$ cat src/sv/nmle_pkg.sv
// Shared types and constants for the node membership and leader election block.
// Holds role, action and event codes plus the controller/datapath interface structs.
// Depends on nothing; every other file refers to it by scoped names.
`default_nettype none

package nmle_pkg;

    localparam int NODE_COUNT = 8;
    localparam int NO_REQUEST = 15;

    localparam int IDX_W  = $clog2(NODE_COUNT);
    localparam int ADDR_W = 4;
    localparam int CNT_W  = 4;
    localparam int RANK_W = 3;
    localparam int ROLE_W = 2;
    localparam int FUNC_W = 4;
    localparam int ACT_W  = 2;

    localparam logic [ROLE_W-1:0] ROLE_DISC = 2'd0;
    localparam logic [ROLE_W-1:0] ROLE_MUS  = 2'd1;
    localparam logic [ROLE_W-1:0] ROLE_COND = 2'd2;

    localparam logic [ACT_W-1:0] ACT_NONE    = 2'd0;
    localparam logic [ACT_W-1:0] ACT_START   = 2'd1;
    localparam logic [ACT_W-1:0] ACT_HANDOUT = 2'd2;

    localparam logic [FUNC_W-1:0] FN_HEARTBEAT = 4'd0;
    localparam logic [FUNC_W-1:0] FN_TIMEOUT   = 4'd1;
    localparam logic [FUNC_W-1:0] FN_NEXT      = 4'd2;
    localparam logic [FUNC_W-1:0] FN_HANDOUT   = 4'd3;
    localparam logic [FUNC_W-1:0] FN_CLOST     = 4'd4;
    localparam logic [FUNC_W-1:0] FN_CSTART    = 4'd5;
    localparam logic [FUNC_W-1:0] FN_CLOWER    = 4'd6;
    localparam logic [FUNC_W-1:0] FN_CCOMMIT   = 4'd7;
    localparam logic [FUNC_W-1:0] FN_PERFORM   = 4'd8;
    localparam logic [FUNC_W-1:0] FN_SETFLAG   = 4'd9;
    localparam logic [FUNC_W-1:0] FN_JOIN      = 4'd10;
    localparam logic [FUNC_W-1:0] FN_RESETCONN = 4'd11;
    localparam logic [FUNC_W-1:0] FN_STEPUP    = 4'd12;

    typedef enum logic [1:0] {
        ST_IDLE,
        ST_APPLY,
        ST_SCAN,
        ST_FINISH
    } t_state;

    typedef struct packed {
        logic capture;
        logic apply;
        logic scan;
        logic finish;
    } t_dp_cmd;

    typedef struct packed {
        logic need_scan;
        logic scan_last;
    } t_dp_status;

endpackage

`default_nettype wire

$ cat src/sv/node_membership_leader_election.sv
// Top level of the node membership and leader election block.
// Instantiates nmle_ctrl and nmle_dp and packs the stream and configuration ports.
// Depends on nmle_pkg, nmle_ctrl and nmle_dp.
`default_nettype none

// Each event beat is taken in one at a time. Events that consult the whole role table
// (heartbeat, timeout, next, conductor lost, join and step-up check) walk the table one
// entry per cycle through a single read port before the result is formed; all other
// events skip the walk. A new beat is accepted while the previous result still waits
// on the output. The own_rank register may be written at any time the block is idle
// and is always ready.

module node_membership_leader_election (
    input  wire         i_clk,
    input  wire         i_rst_n,
    input  wire         s_axis_tvalid,
    output logic        s_axis_tready,
    input  wire  [7:0]  s_axis_tdata,   // node_index[3:0], node_role[5:4], flag_value[6]
    input  wire  [3:0]  s_axis_tuser,   // func[3:0]
    output logic        m_axis_tvalid,
    input  wire         m_axis_tready,
    output logic [15:0] m_axis_tdata,   // action[1:0], target_index[5:2], found[6],
                                        // connected_count[10:7], own_role[12:11]
    input  wire         i_cfg_valid,
    output logic        o_cfg_ready,
    input  wire  [2:0]  i_cfg_data      // own_rank[2:0]
);

    nmle_pkg::t_dp_cmd    cmd;
    nmle_pkg::t_dp_status status;

    logic [nmle_pkg::ACT_W-1:0]  action;
    logic [nmle_pkg::ADDR_W-1:0] target_index;
    logic                        found;
    logic [nmle_pkg::CNT_W-1:0]  connected_count;
    logic [nmle_pkg::ROLE_W-1:0] own_role;

    assign o_cfg_ready = 1'b1;

    nmle_ctrl u_ctrl (
        .i_clk       (i_clk),
        .i_rst_n     (i_rst_n),
        .i_in_valid  (s_axis_tvalid),
        .o_in_ready  (s_axis_tready),
        .o_out_valid (m_axis_tvalid),
        .i_out_ready (m_axis_tready),
        .i_status    (status),
        .o_cmd       (cmd)
    );

    nmle_dp u_dp (
        .i_clk             (i_clk),
        .i_rst_n           (i_rst_n),
        .i_cmd             (cmd),
        .o_status          (status),
        .i_func            (s_axis_tuser),
        .i_node_index      (s_axis_tdata[3:0]),
        .i_node_role       (s_axis_tdata[5:4]),
        .i_flag_value      (s_axis_tdata[6]),
        .i_cfg_we          (i_cfg_valid),
        .i_cfg_own_rank    (i_cfg_data),
        .o_action          (action),
        .o_target_index    (target_index),
        .o_found           (found),
        .o_connected_count (connected_count),
        .o_own_role        (own_role)
    );

    assign m_axis_tdata = {3'b000, own_role, connected_count, found, target_index, action};

endmodule

`default_nettype wire

$ cat src/sv/nmle_ctrl.sv
// Controller state machine for the node membership and leader election block.
// Sequences capture, apply, table scan and finish, and owns the result valid flag.
// Depends on nmle_pkg.
`default_nettype none

module nmle_ctrl (
    input  wire                       i_clk,
    input  wire                       i_rst_n,
    input  wire                       i_in_valid,
    output logic                      o_in_ready,
    output logic                      o_out_valid,
    input  wire                       i_out_ready,
    input  wire  nmle_pkg::t_dp_status i_status,
    output nmle_pkg::t_dp_cmd         o_cmd
);

    nmle_pkg::t_state r_state;
    nmle_pkg::t_state n_state;
    logic             r_out_valid;
    logic             n_out_valid;
    logic             out_free;

    assign out_free    = !r_out_valid || i_out_ready;
    assign o_out_valid = r_out_valid;

    always_comb begin
        n_state = r_state;
        case (r_state)
            nmle_pkg::ST_IDLE: begin
                if (i_in_valid) begin
                    n_state = nmle_pkg::ST_APPLY;
                end
            end
            nmle_pkg::ST_APPLY: begin
                n_state = i_status.need_scan ? nmle_pkg::ST_SCAN : nmle_pkg::ST_FINISH;
            end
            nmle_pkg::ST_SCAN: begin
                if (i_status.scan_last) begin
                    n_state = nmle_pkg::ST_FINISH;
                end
            end
            nmle_pkg::ST_FINISH: begin
                if (out_free) begin
                    n_state = nmle_pkg::ST_IDLE;
                end
            end
            default: begin
                n_state = nmle_pkg::ST_IDLE;
            end
        endcase
    end

    always_comb begin
        o_cmd      = '0;
        o_in_ready = 1'b0;
        case (r_state)
            nmle_pkg::ST_IDLE: begin
                o_in_ready    = 1'b1;
                o_cmd.capture = i_in_valid;
            end
            nmle_pkg::ST_APPLY: begin
                o_cmd.apply = 1'b1;
            end
            nmle_pkg::ST_SCAN: begin
                o_cmd.scan = 1'b1;
            end
            nmle_pkg::ST_FINISH: begin
                o_cmd.finish = out_free;
            end
            default: begin
                o_cmd = '0;
            end
        endcase
    end

    always_comb begin
        if (o_cmd.finish) begin
            n_out_valid = 1'b1;
        end else if (i_out_ready) begin
            n_out_valid = 1'b0;
        end else begin
            n_out_valid = r_out_valid;
        end
    end

    always_ff @(posedge i_clk) begin
        if (!i_rst_n) begin
            r_state     <= nmle_pkg::ST_IDLE;
            r_out_valid <= 1'b0;
        end else begin
            r_state     <= n_state;
            r_out_valid <= n_out_valid;
        end
    end

endmodule

`default_nettype wire

$ cat src/sv/nmle_dp.sv
// Datapath for the node membership and leader election block.
// Holds the role table, membership state, scan accumulators and the result register.
// Depends on nmle_pkg; driven by commands from nmle_ctrl.
`default_nettype none

module nmle_dp (
    input  wire                                 i_clk,
    input  wire                                 i_rst_n,
    input  wire  nmle_pkg::t_dp_cmd             i_cmd,
    output nmle_pkg::t_dp_status                o_status,
    input  wire  [nmle_pkg::FUNC_W-1:0]         i_func,
    input  wire  [nmle_pkg::ADDR_W-1:0]         i_node_index,
    input  wire  [nmle_pkg::ROLE_W-1:0]         i_node_role,
    input  wire                                 i_flag_value,
    input  wire                                 i_cfg_we,
    input  wire  [nmle_pkg::RANK_W-1:0]         i_cfg_own_rank,
    output logic [nmle_pkg::ACT_W-1:0]          o_action,
    output logic [nmle_pkg::ADDR_W-1:0]         o_target_index,
    output logic                                o_found,
    output logic [nmle_pkg::CNT_W-1:0]          o_connected_count,
    output logic [nmle_pkg::ROLE_W-1:0]         o_own_role
);

    localparam int AW = nmle_pkg::ADDR_W;
    localparam int IW = nmle_pkg::IDX_W;

    logic [nmle_pkg::ROLE_W-1:0] r_role [nmle_pkg::NODE_COUNT];
    logic [nmle_pkg::CNT_W-1:0]  r_count;
    logic [nmle_pkg::CNT_W-1:0]  n_count;
    logic                        r_req;
    logic                        n_req;
    logic [AW-1:0]               r_claim;
    logic [AW-1:0]               n_claim;
    logic                        r_link;
    logic                        n_link;
    logic [IW-1:0]               r_rr;
    logic [IW-1:0]               n_rr;
    logic [nmle_pkg::RANK_W-1:0] r_own_rank;

    logic [nmle_pkg::FUNC_W-1:0] r_func;
    logic [AW-1:0]               r_idx;
    logic [nmle_pkg::ROLE_W-1:0] r_nrole;
    logic                        r_flag;

    logic [IW-1:0]               r_scan_cnt;
    logic                        r_has_cond;
    logic                        r_foreign;
    logic [1:0]                  r_mus_cnt;
    logic [IW-1:0]               r_low;
    logic                        r_found;
    logic [IW-1:0]               r_target;

    logic [nmle_pkg::ACT_W-1:0]  r_out_action;
    logic [AW-1:0]               r_out_target;
    logic                        r_out_found;
    logic [nmle_pkg::CNT_W-1:0]  r_out_count;
    logic [nmle_pkg::ROLE_W-1:0] r_out_role;

    logic [AW-1:0]               own_addr;
    logic                        own_ok;
    logic                        idx_ok;
    logic                        hb_ok;
    logic                        to_ok;
    logic [IW:0]                 nxt_sum;
    logic [IW:0]                 nxt_wrap;
    logic [IW-1:0]               scan_addr;
    logic [AW-1:0]               rd_addr;
    logic [nmle_pkg::ROLE_W-1:0] rd_role;
    logic                        step_ok;
    logic                        wr_en;
    logic [AW-1:0]               wr_addr;
    logic [nmle_pkg::ROLE_W-1:0] wr_role;
    logic                        own_wr;
    logic [nmle_pkg::ROLE_W-1:0] own_wr_role;
    logic [nmle_pkg::ACT_W-1:0]  fin_action;
    logic [AW-1:0]               fin_target;
    logic                        fin_found;

    assign own_addr = AW'(r_own_rank);
    assign own_ok   = own_addr < AW'(nmle_pkg::NODE_COUNT);
    assign idx_ok   = r_idx < AW'(nmle_pkg::NODE_COUNT);
    assign hb_ok    = idx_ok && (r_nrole <= nmle_pkg::ROLE_COND);
    assign to_ok    = idx_ok && (r_idx != own_addr);

    assign nxt_sum  = (IW + 1)'(r_rr) + (IW + 1)'(r_scan_cnt) + (IW + 1)'(1);
    assign nxt_wrap = (nxt_sum >= (IW + 1)'(nmle_pkg::NODE_COUNT)) ?
                      nxt_sum - (IW + 1)'(nmle_pkg::NODE_COUNT) : nxt_sum;
    assign scan_addr = (r_func == nmle_pkg::FN_NEXT) ? nxt_wrap[IW-1:0] : r_scan_cnt;

    always_comb begin
        if (i_cmd.apply) begin
            rd_addr = r_idx;
        end else if (i_cmd.scan) begin
            rd_addr = AW'(scan_addr);
        end else begin
            rd_addr = own_addr;
        end
    end

    assign rd_role = (rd_addr < AW'(nmle_pkg::NODE_COUNT)) ?
                     r_role[rd_addr[IW-1:0]] : nmle_pkg::ROLE_DISC;

    assign step_ok = !r_req && !r_has_cond && (r_mus_cnt == 2'd2) && r_link &&
                     (AW'(r_low) == own_addr);

    always_comb begin
        o_status.scan_last = (r_scan_cnt == IW'(nmle_pkg::NODE_COUNT - 1));
        case (r_func)
            nmle_pkg::FN_HEARTBEAT, nmle_pkg::FN_TIMEOUT, nmle_pkg::FN_NEXT,
            nmle_pkg::FN_CLOST, nmle_pkg::FN_JOIN, nmle_pkg::FN_STEPUP: begin
                o_status.need_scan = 1'b1;
            end
            default: begin
                o_status.need_scan = 1'b0;
            end
        endcase
    end

    always_comb begin
        own_wr      = 1'b0;
        own_wr_role = nmle_pkg::ROLE_MUS;
        fin_action  = nmle_pkg::ACT_NONE;
        fin_target  = '0;
        fin_found   = 1'b0;
        case (r_func)
            nmle_pkg::FN_HEARTBEAT, nmle_pkg::FN_STEPUP: begin
                if (step_ok) begin
                    own_wr      = 1'b1;
                    own_wr_role = nmle_pkg::ROLE_COND;
                    fin_action  = nmle_pkg::ACT_START;
                end
            end
            nmle_pkg::FN_TIMEOUT: begin
                if (to_ok && (rd_role == nmle_pkg::ROLE_MUS) && step_ok) begin
                    own_wr      = 1'b1;
                    own_wr_role = nmle_pkg::ROLE_COND;
                    fin_action  = nmle_pkg::ACT_START;
                end
            end
            nmle_pkg::FN_NEXT: begin
                if (r_found) begin
                    fin_found  = 1'b1;
                    fin_target = AW'(r_target);
                end
            end
            nmle_pkg::FN_HANDOUT: begin
                if (idx_ok && (r_idx == own_addr)) begin
                    fin_action = nmle_pkg::ACT_START;
                end
            end
            nmle_pkg::FN_CLOST: begin
                own_wr = (r_mus_cnt == 2'd2);
            end
            nmle_pkg::FN_PERFORM: begin
                if (r_claim != AW'(nmle_pkg::NO_REQUEST)) begin
                    own_wr     = 1'b1;
                    fin_action = nmle_pkg::ACT_HANDOUT;
                    fin_target = r_claim;
                end
            end
            nmle_pkg::FN_JOIN: begin
                fin_found = r_foreign;
            end
            default: begin
                own_wr = 1'b0;
            end
        endcase
    end

    always_comb begin
        wr_en   = 1'b0;
        wr_addr = r_idx;
        wr_role = r_nrole;
        if (i_cmd.apply) begin
            case (r_func)
                nmle_pkg::FN_HEARTBEAT: begin
                    wr_en = hb_ok;
                end
                nmle_pkg::FN_TIMEOUT: begin
                    wr_en   = to_ok;
                    wr_role = nmle_pkg::ROLE_DISC;
                end
                nmle_pkg::FN_HANDOUT: begin
                    wr_en   = idx_ok;
                    wr_role = nmle_pkg::ROLE_COND;
                end
                default: begin
                    wr_en = 1'b0;
                end
            endcase
        end else if (i_cmd.scan) begin
            wr_en   = (r_func == nmle_pkg::FN_CLOST) && (rd_role == nmle_pkg::ROLE_MUS);
            wr_addr = AW'(scan_addr);
            wr_role = nmle_pkg::ROLE_DISC;
        end else if (i_cmd.finish) begin
            wr_en   = own_wr && own_ok;
            wr_addr = own_addr;
            wr_role = own_wr_role;
        end
    end

    always_comb begin
        n_count = r_count;
        n_req   = r_req;
        n_claim = r_claim;
        n_link  = r_link;
        n_rr    = r_rr;
        if (i_cmd.apply) begin
            if ((r_func == nmle_pkg::FN_HEARTBEAT) && hb_ok &&
                (rd_role == nmle_pkg::ROLE_DISC) &&
                (r_count < nmle_pkg::CNT_W'(nmle_pkg::NODE_COUNT))) begin
                n_count = r_count + nmle_pkg::CNT_W'(1);
            end
            if ((r_func == nmle_pkg::FN_TIMEOUT) && to_ok &&
                (rd_role != nmle_pkg::ROLE_DISC) && (r_count != '0)) begin
                n_count = r_count - nmle_pkg::CNT_W'(1);
            end
        end else if (i_cmd.finish) begin
            case (r_func)
                nmle_pkg::FN_NEXT: begin
                    if (r_found) begin
                        n_rr = r_target;
                    end
                end
                nmle_pkg::FN_CSTART: begin
                    n_req   = 1'b1;
                    n_claim = r_idx;
                end
                nmle_pkg::FN_CLOWER: begin
                    if (r_idx < r_claim) begin
                        n_claim = r_idx;
                    end
                end
                nmle_pkg::FN_PERFORM: begin
                    n_claim = AW'(nmle_pkg::NO_REQUEST);
                end
                nmle_pkg::FN_SETFLAG: begin
                    n_req = r_flag;
                end
                nmle_pkg::FN_JOIN: begin
                    n_link = 1'b1;
                end
                nmle_pkg::FN_RESETCONN: begin
                    n_link  = 1'b0;
                    n_count = nmle_pkg::CNT_W'(1);
                end
                default: begin
                    n_link = r_link;
                end
            endcase
        end
    end

    always_ff @(posedge i_clk) begin
        for (int i = 0; i < nmle_pkg::NODE_COUNT; i++) begin
            if (!i_rst_n) begin
                r_role[i] <= nmle_pkg::ROLE_DISC;
            end else if (wr_en && (wr_addr == AW'(i))) begin
                r_role[i] <= wr_role;
            end
        end
    end

    always_ff @(posedge i_clk) begin
        if (!i_rst_n) begin
            r_count    <= nmle_pkg::CNT_W'(1);
            r_req      <= 1'b0;
            r_claim    <= AW'(nmle_pkg::NO_REQUEST);
            r_link     <= 1'b0;
            r_rr       <= '0;
            r_own_rank <= '0;
        end else begin
            r_count <= n_count;
            r_req   <= n_req;
            r_claim <= n_claim;
            r_link  <= n_link;
            r_rr    <= n_rr;
            if (i_cfg_we) begin
                r_own_rank <= i_cfg_own_rank;
            end
        end
    end

    always_ff @(posedge i_clk) begin
        if (i_cmd.capture) begin
            r_func  <= i_func;
            r_idx   <= i_node_index;
            r_nrole <= i_node_role;
            r_flag  <= i_flag_value;
        end
        if (i_cmd.apply) begin
            r_scan_cnt <= '0;
            r_has_cond <= 1'b0;
            r_foreign  <= 1'b0;
            r_mus_cnt  <= 2'd0;
            r_low      <= '0;
            r_found    <= 1'b0;
            r_target   <= '0;
        end else if (i_cmd.scan) begin
            r_scan_cnt <= r_scan_cnt + IW'(1);
            if (rd_role == nmle_pkg::ROLE_COND) begin
                r_has_cond <= 1'b1;
                if (AW'(scan_addr) != own_addr) begin
                    r_foreign <= 1'b1;
                end
            end
            if (rd_role == nmle_pkg::ROLE_MUS) begin
                if (r_mus_cnt == 2'd0) begin
                    r_low <= scan_addr;
                end
                if (r_mus_cnt != 2'd2) begin
                    r_mus_cnt <= r_mus_cnt + 2'd1;
                end
            end
            if (!r_found && (rd_role != nmle_pkg::ROLE_DISC)) begin
                r_found  <= 1'b1;
                r_target <= scan_addr;
            end
        end
        if (i_cmd.finish) begin
            r_out_action <= fin_action;
            r_out_target <= fin_target;
            r_out_found  <= fin_found;
            r_out_count  <= n_count;
            r_out_role   <= (own_wr && own_ok) ? own_wr_role : rd_role;
        end
    end

    assign o_action          = r_out_action;
    assign o_target_index    = r_out_target;
    assign o_found           = r_out_found;
    assign o_connected_count = r_out_count;
    assign o_own_role        = r_out_role;

endmodule

`default_nettype wire

$ cat config.mk
export PLATFORM = sky130hd
export DESIGN_NAME = node_membership_leader_election
export DESIGN_NICKNAME = d
export VERILOG_FILES = /design/src/sv/nmle_pkg.sv /design/src/sv/node_membership_leader_election.sv /design/src/sv/nmle_ctrl.sv /design/src/sv/nmle_dp.sv
export SDC_FILE = /design/constraint.sdc
export NUM_CORES = 1
export LEC_CHECK = 0
export ABC_AREA = 1
export BUFFER_PORTS_ARGS = -buffer_cell sky130_fd_sc_hd__clkbuf_2
export CELL_PAD_IN_SITES_DETAIL_PLACEMENT = 0
export CELL_PAD_IN_SITES_GLOBAL_PLACEMENT = 1
export CORE_MARGIN = 2
export CORE_UTILIZATION = 38
export DETAILED_ROUTE_END_ITERATION = 8
export HOLD_SLACK_MARGIN = 0.02
export PLACE_DENSITY = 0.74
export SYNTH_ARGS = -nofsm -noshare
export SYNTH_HDL_FRONTEND = slang
export SYNTH_SLANG_ARGS = --single-unit
$ cat constraint.sdc
create_clock -name i_clk -period 3.2 [get_ports i_clk]
set_input_delay 0.16 -clock i_clk [delete_from_list [all_inputs] [get_ports i_clk]]
set_output_delay 0.16 -clock i_clk [all_outputs]
set_load 0.01 [all_outputs]
==> Word level (Yosys, flattened, before mapping) <==
Memory sizes are Yosys's and may differ from the RTL's.
Cells that the tools add are included.
{ "op_classes": {"n_mux": 89, "reduce_logical": 54, "n_addsub": 7, "eq_ne": 35, "bitwise": 9, "n_lt_le_gt_ge": 7} }
{ "ops": {"columns": ["operator", "count"], "rows": [
  ["1-bit two-way mux", 44],
  ["4-bit two-way mux", 11],
  ["2-bit two-way mux", 19],
  ["4-bit by 3-bit equality test with 1-bit output (second input constant)", 7],
  ["1-bit logical AND", 26],
  ["4-bit equality test (second input constant)", 5],
  ["3-bit AND reduction", 6],
  ["4-bit by 2-bit equality test with 1-bit output (second input constant)", 4],
  ["2-bit case mux with 4 select lines", 2],
  ["4-bit less-than comparator (second input constant)", 3],
  ["3-bit two-way mux", 4],
  ["4-bit case mux with 3 select lines", 1],
  ["4-bit by 1-bit adder with 4-bit output (second input constant)", 2],
  ["2-bit equality test (second input constant)", 4],
  ["4-bit by 1-bit equality test with 1-bit output (second input constant)", 2],
  ["4-bit logical NOT", 2],
  ["1-bit OR", 8],
  ["2-bit case mux with 2 select lines", 2],
  ["4-bit case mux with 2 select lines", 1],
  ["4-bit AND reduction", 2],
  ["2-bit nonzero test", 4],
  ["2-bit logical NOT", 3],
  ["2-bit != test (second input constant)", 3],
  ["1-bit case mux with 2 select lines", 3],
  ["other kinds (27)", 33]
]} }
{ "totals": {"ramBits": 16, "n_memories": 1, "ff_bits": 57, "output_inout_bits": 19, "input_bits": 20, "elab_cells": 226} }
{ "mem_list": {"columns": ["memory", "depth", "width", "rd", "rd_clocked_by_memory_dff", "write_ports", "line", "text"], "rows": [
  ["u_dp.r_role", 8, 2, 1, 0, 8, "nmle_dp.sv:27", "logic [nmle_pkg::ROLE_W-1:0] r_role [nmle_pkg::NODE_COUNT];"]
]} }

==> Depth between registers and ports, before layout <==
{ "depth": {"word_depth": 23, "depth_mapped": 22, "ltp_nobuf": 22} }

==> Modules after synthesis <==
A second synthesis with hierarchy kept.
{ "hier_totals": {"cells_unflattened": 503, "hier_area_um2": 4216.5} }
{ "modules_own_cells": {"columns": ["module", "seq_area_each_um2", "cells_per_inst", "n_inst", "area_per_inst_um2"], "rows": [
  ["nmle_dp", 1801.7, 462, 1, 3938.8],
  ["nmle_ctrl", 60.1, 34, 1, 232.7],
  ["node_membership_leader_election", 0.0, 7, 1, 45.0]
]} }

==> Least setup slack after synthesis <==
Ideal clock, no wire load.
{ "synth_timing": {"path_type": "register to register", "from": "reg u_dp.r_scan_cnt[0]", "to": "mem u_dp.r_role[0][0] in the netlist's numbering (enable)", "period_less_slack_ps": 2933, "t_arrival_ps": 2620, "t_required_ps": 2887, "path_stages_with_launch": 23, "path_slack_ps": 267, "path_buffers": 0, "setup_time_ps": 313, "cell_sequence": "dfxtp_1 -> inv_1 -> ha_1 -> fa_1 -> inv_1 -> nand3_1 -> nand3_1 -> nand2_1 -> inv_1 -> nand3_1 -> nand3_1 -> nand2_1 -> nor2_2 -> nand3_1 -> nand2_1 -> nand2_2 -> nand2_1 -> nand2_1 -> nand2_1 -> nand2_1 -> nand2_4 -> nand2_2 -> o21ai_1"} }
{ "synth_lines": {"columns": ["item", "line", "text"], "rows": [
  ["from (decl)", "nmle_dp.sv:45", "logic [IW-1:0] r_scan_cnt;"],
  ["from (signal assigned)", "nmle_dp.sv:300", "r_scan_cnt <= r_scan_cnt + IW'(1);"],
  ["to (decl)", "nmle_dp.sv:27", null]
]} }

==> results.md <==
- Unique cell type count in the Yosys netlist: 41
- Num CTS Buffers: 9
- Crit path max-delay family: simple AND/OR/NAND/NOR gates
- Drt pass-1 iters: 5
- Clk slew on worst S/H paths: about 0.08 ns
- Gate Count Post-Synth: between 500 and 600
- Bufs and invs on worst path: 2
- Arrival @ worst endpoint: approximately 3.1 ns
- Reg-to-Reg End: u_dp.r_role[2][0]
- CTS root buf: clkbuf_8
- Pleak: 2.27 nW
- Worst Hold Depth: 4
- Skew-Pair Late Insertion Delay: approximately 0.35 ns
- Via count: around 3600
- Top-level port count: 39
- Most numerous cell in the Yosys netlist: inv_1
- Slew Limit Fails: 0
- Period minus WS final: 3.10 ns
- Chip width: ~110 microns
- Diodes inserted: 0
- CORE AREA: between 10000 and 15000 sq um
- Pin count of the biggest net entering global routing: 29
- Drt drc: 0
- Main synth FF type: edfxtp_1
- Least-Margin Pin Slew: 0.783 ns
- Synthesized flop and latch total: 73
- Largest cells by area after synthesis: edfxtp_1 (30%), dfxtp_1 (16%), inv_1 (7.9%)
- Nets: between 600 and 700
- Hold EP: u_ctrl.o_out_valid
- Detail Route Antenna Nets: 0
- Crit path depth: 22
- Cell mode on critical path: nand2_2
- Die area: about 11000 sq um
- Hold Startpoint: m_axis_tready
- Antenna violations before repair: 0
- Post-Route WL: between 10000 and 15000 microns
- Vias in the first global route: roughly 3400
- Final Core Density: 0.502
- CP Launch Type: register
- Max Fclk: roughly 320 MHz
- Initial drt markers: ~230
- Reg2reg start: u_dp.r_scan_cnt[0]
- Power per cell area: roughly 790 nW/um^2
- R2R depth: 22
- Clk sinks: 73
- Fin area: between 5000 and 6000 sq um
- Clock skew: 0.0138 ns
- Detail Placement HPWL: approximately 7700 microns
- Final setup viols: 0
- Crit-path max cell delay: ~0.40 ns
- Critical path peak fanout: 4
- Row count: 37
- Worst vdd ir: around 410 uV
- Deepest clock path buffer count: 2
- Congestion Overflow GR: 0
- WP data required: approximately 3.3 ns
- Worst setup path startpoint: u_dp.r_scan_cnt[0]
- Crit end category: register
- Sequential-to-total area share from yosys stat: 0.462
- Final total power: 4.08 mW
- Crit path max-delay cell type: fa_2
- Worst rel slew slack: 0.478
- R2r setup slk: between 0.1 and 0.15 ns
- Synthesized area: 4030 sq um
- RSZ-0062 raised after global routing: true
- Post-DR wirelength/cell: 14.3 microns
- Critical path cell sequence: inv_2, ha_4, fa_2, xnor2_2, nand2_1, nand2_2, nand3_4, nand2_4, inv_4, nand3_2, nand2_2, nor2_4, nand3_2, nand2_2, nand2_2, nand2_2, nand2_1, nand2_1, nand2_2, nand2_4, nand2_4, o21ai_2
- H-tree Lvls: 3
- Vias/cell: a little under 5
- Final GP Congestion: between 0.9 and 1
- Port Buffer Count: 33
- Fraction of registers with async set/reset: 0
- Gr usage total: 0.184
- Yosys top cell by area: edfxtp_1
- Status: complete, no violations
- Share of layout cells above drive strength 1: 0.246
- Commonest cells post-synth: inv_1 (85), nand2_1 (75), nor2_1 (50)
- Area growth from synthesis to final layout: 28.5%
- Initial core utilization: 0.390
- Top-area cell type share of the netlist area: 0.298
- Yosys warns: 0
- Period utilisation layout: 0.968
- Hold Vio Cnt, Final: 0
- First-pass GRT wire length: between 15000 and 20000 microns
- Worst Setup Path Type: register to register
- Area post-placement: about 4500 sq um
- Avg Inst Size Synth: between 8 and 9 sq um
- Chip Height: around 110 microns
- Max-cap check violation count: 0
- HP Class: primary input to register
- Post-synth EDFFs: 40
- CTS tree: done
-- power breakdown --
| part | internal (mW) | total, mW | switching [mW] |
|---|---|---|---|
| registers | 1.17 | 1.28 | 0.113 |
| clock network | 0.607 | 0.954 | 0.347 |
| logic | 0.663 | 1.84 | 1.18 |
-- routing by layer --
| metal | wire length [microns] | up-vias | global-route usage |
|---|---|---|---|
| met5 | 0 | - | 0 |
| met4 | 180 | 0 | 0.0677 |
| met1 | 4870 | 1633 | 0.244 |
| li1 | - | 1807 | - |
| met3 | 450 | 19 | 0.0334 |
| met2 | 4810 | 97 | 0.299 |
-- final cells by class --
class | count | area [sq um]
inverters | 94 | 358
repair buffers | 76 | 519
well taps | 136 | 170
flip-flops and latches | 73 | 1860
clock inverters | 4 | 95.1
fillers | 991 | 5140
multi-input cells | 326 | 2000
clock buffers | 12 | 176
-- worst register-to-register path: stages (launching register included) --
cell     delay (ns)
dfxtp_2        0.34
inv_2          0.05
ha_4           0.15
fa_2           0.40
xnor2_2        0.20
nand2_1        0.09
nand2_2        0.10
nand3_4        0.08
nand2_4        0.11
inv_4          0.05
nand3_2        0.07
nand2_2        0.06
nor2_4         0.16
nand3_2        0.10
nand2_2        0.08
nand2_2        0.06
nand2_2        0.09
nand2_1        0.06
nand2_1        0.07
nand2_2        0.06
nand2_4        0.13
nand2_4        0.09
o21ai_2        0.19
-- sequential cells by signal, summed over array words and instances, names as in the netlist, 2 cells and up --
register,flops
u_dp.r_role,16
u_dp.o_connected_count,4
u_dp.o_target_index,4
u_dp.r_claim,4
u_dp.r_count,4
u_dp.r_func,4
u_dp.r_idx,4
u_dp.r_low,3
u_dp.r_own_rank,3
u_dp.r_rr,3
u_dp.r_scan_cnt,3
u_dp.r_target,3
u_ctrl.r_state,2
u_dp.o_action,2
u_dp.o_own_role,2
u_dp.r_mus_cnt,2
u_dp.r_nrole,2
-- stage by stage --
step	worst slack, ns	std cells	TNS, ns	hold WS [ns]
floorplan	0.267	503	0	0.259
CTS	0.0340	716	0	0.0749
detailed placement	-0.0878	689	-1.05	0.339
finish	0.102	721	0	0.0743
global placement	-0.00300	689	-0.0111	0.338
global route	-0.0974	721	-1.83	0.103
-- layout by cell type, fill, tap and decap left out, types with 25 or more instances in the layout --
master / instances
inv_1: 81
nand2_1: 68
nor2_1: 50
edfxtp_1: 40
a21oi_1: 35
o21ai_0: 34
clkbuf_2: 33
buf_4: 31
dfxtp_1: 31
nand3_1: 25
-- worst max path at each step --
stage                              endpoint  slack [ns]
after floorplan           u_dp.r_role[0][0]        0.27
after global placement    u_dp.r_role[6][0]      -0.003
after detailed placement  u_dp.r_role[4][1]       -0.09
after CTS                 u_dp.r_role[4][0]        0.03
after global routing      u_dp.r_role[4][0]        -0.1
final                     u_dp.r_role[2][0]        0.10
-- cells by family (layout without fill, tap and decap cells) --
kind of cell,Yosys count,after routing,share of synthesized area
other,2,4,0.00186
adders and majority gates,15,15,0.0484
AOI/OAI and AO/OA,101,101,0.140
DFF,73,73,0.462
buffers and inverters,104,186,0.102
and+or+nand+nor,200,200,0.233
xor gates and xnor gates,6,6,0.0130
-- repair_timing --
item	in CTS	in global routing
pin swaps	0	18
endpoints found under the hold margin	11	0
hold buffers	11	0
resized for setup	11	44
setup endpoints to repair	18	40
setup buffers	0	5
Note: power is estimated with default switching activity, not from simulation.
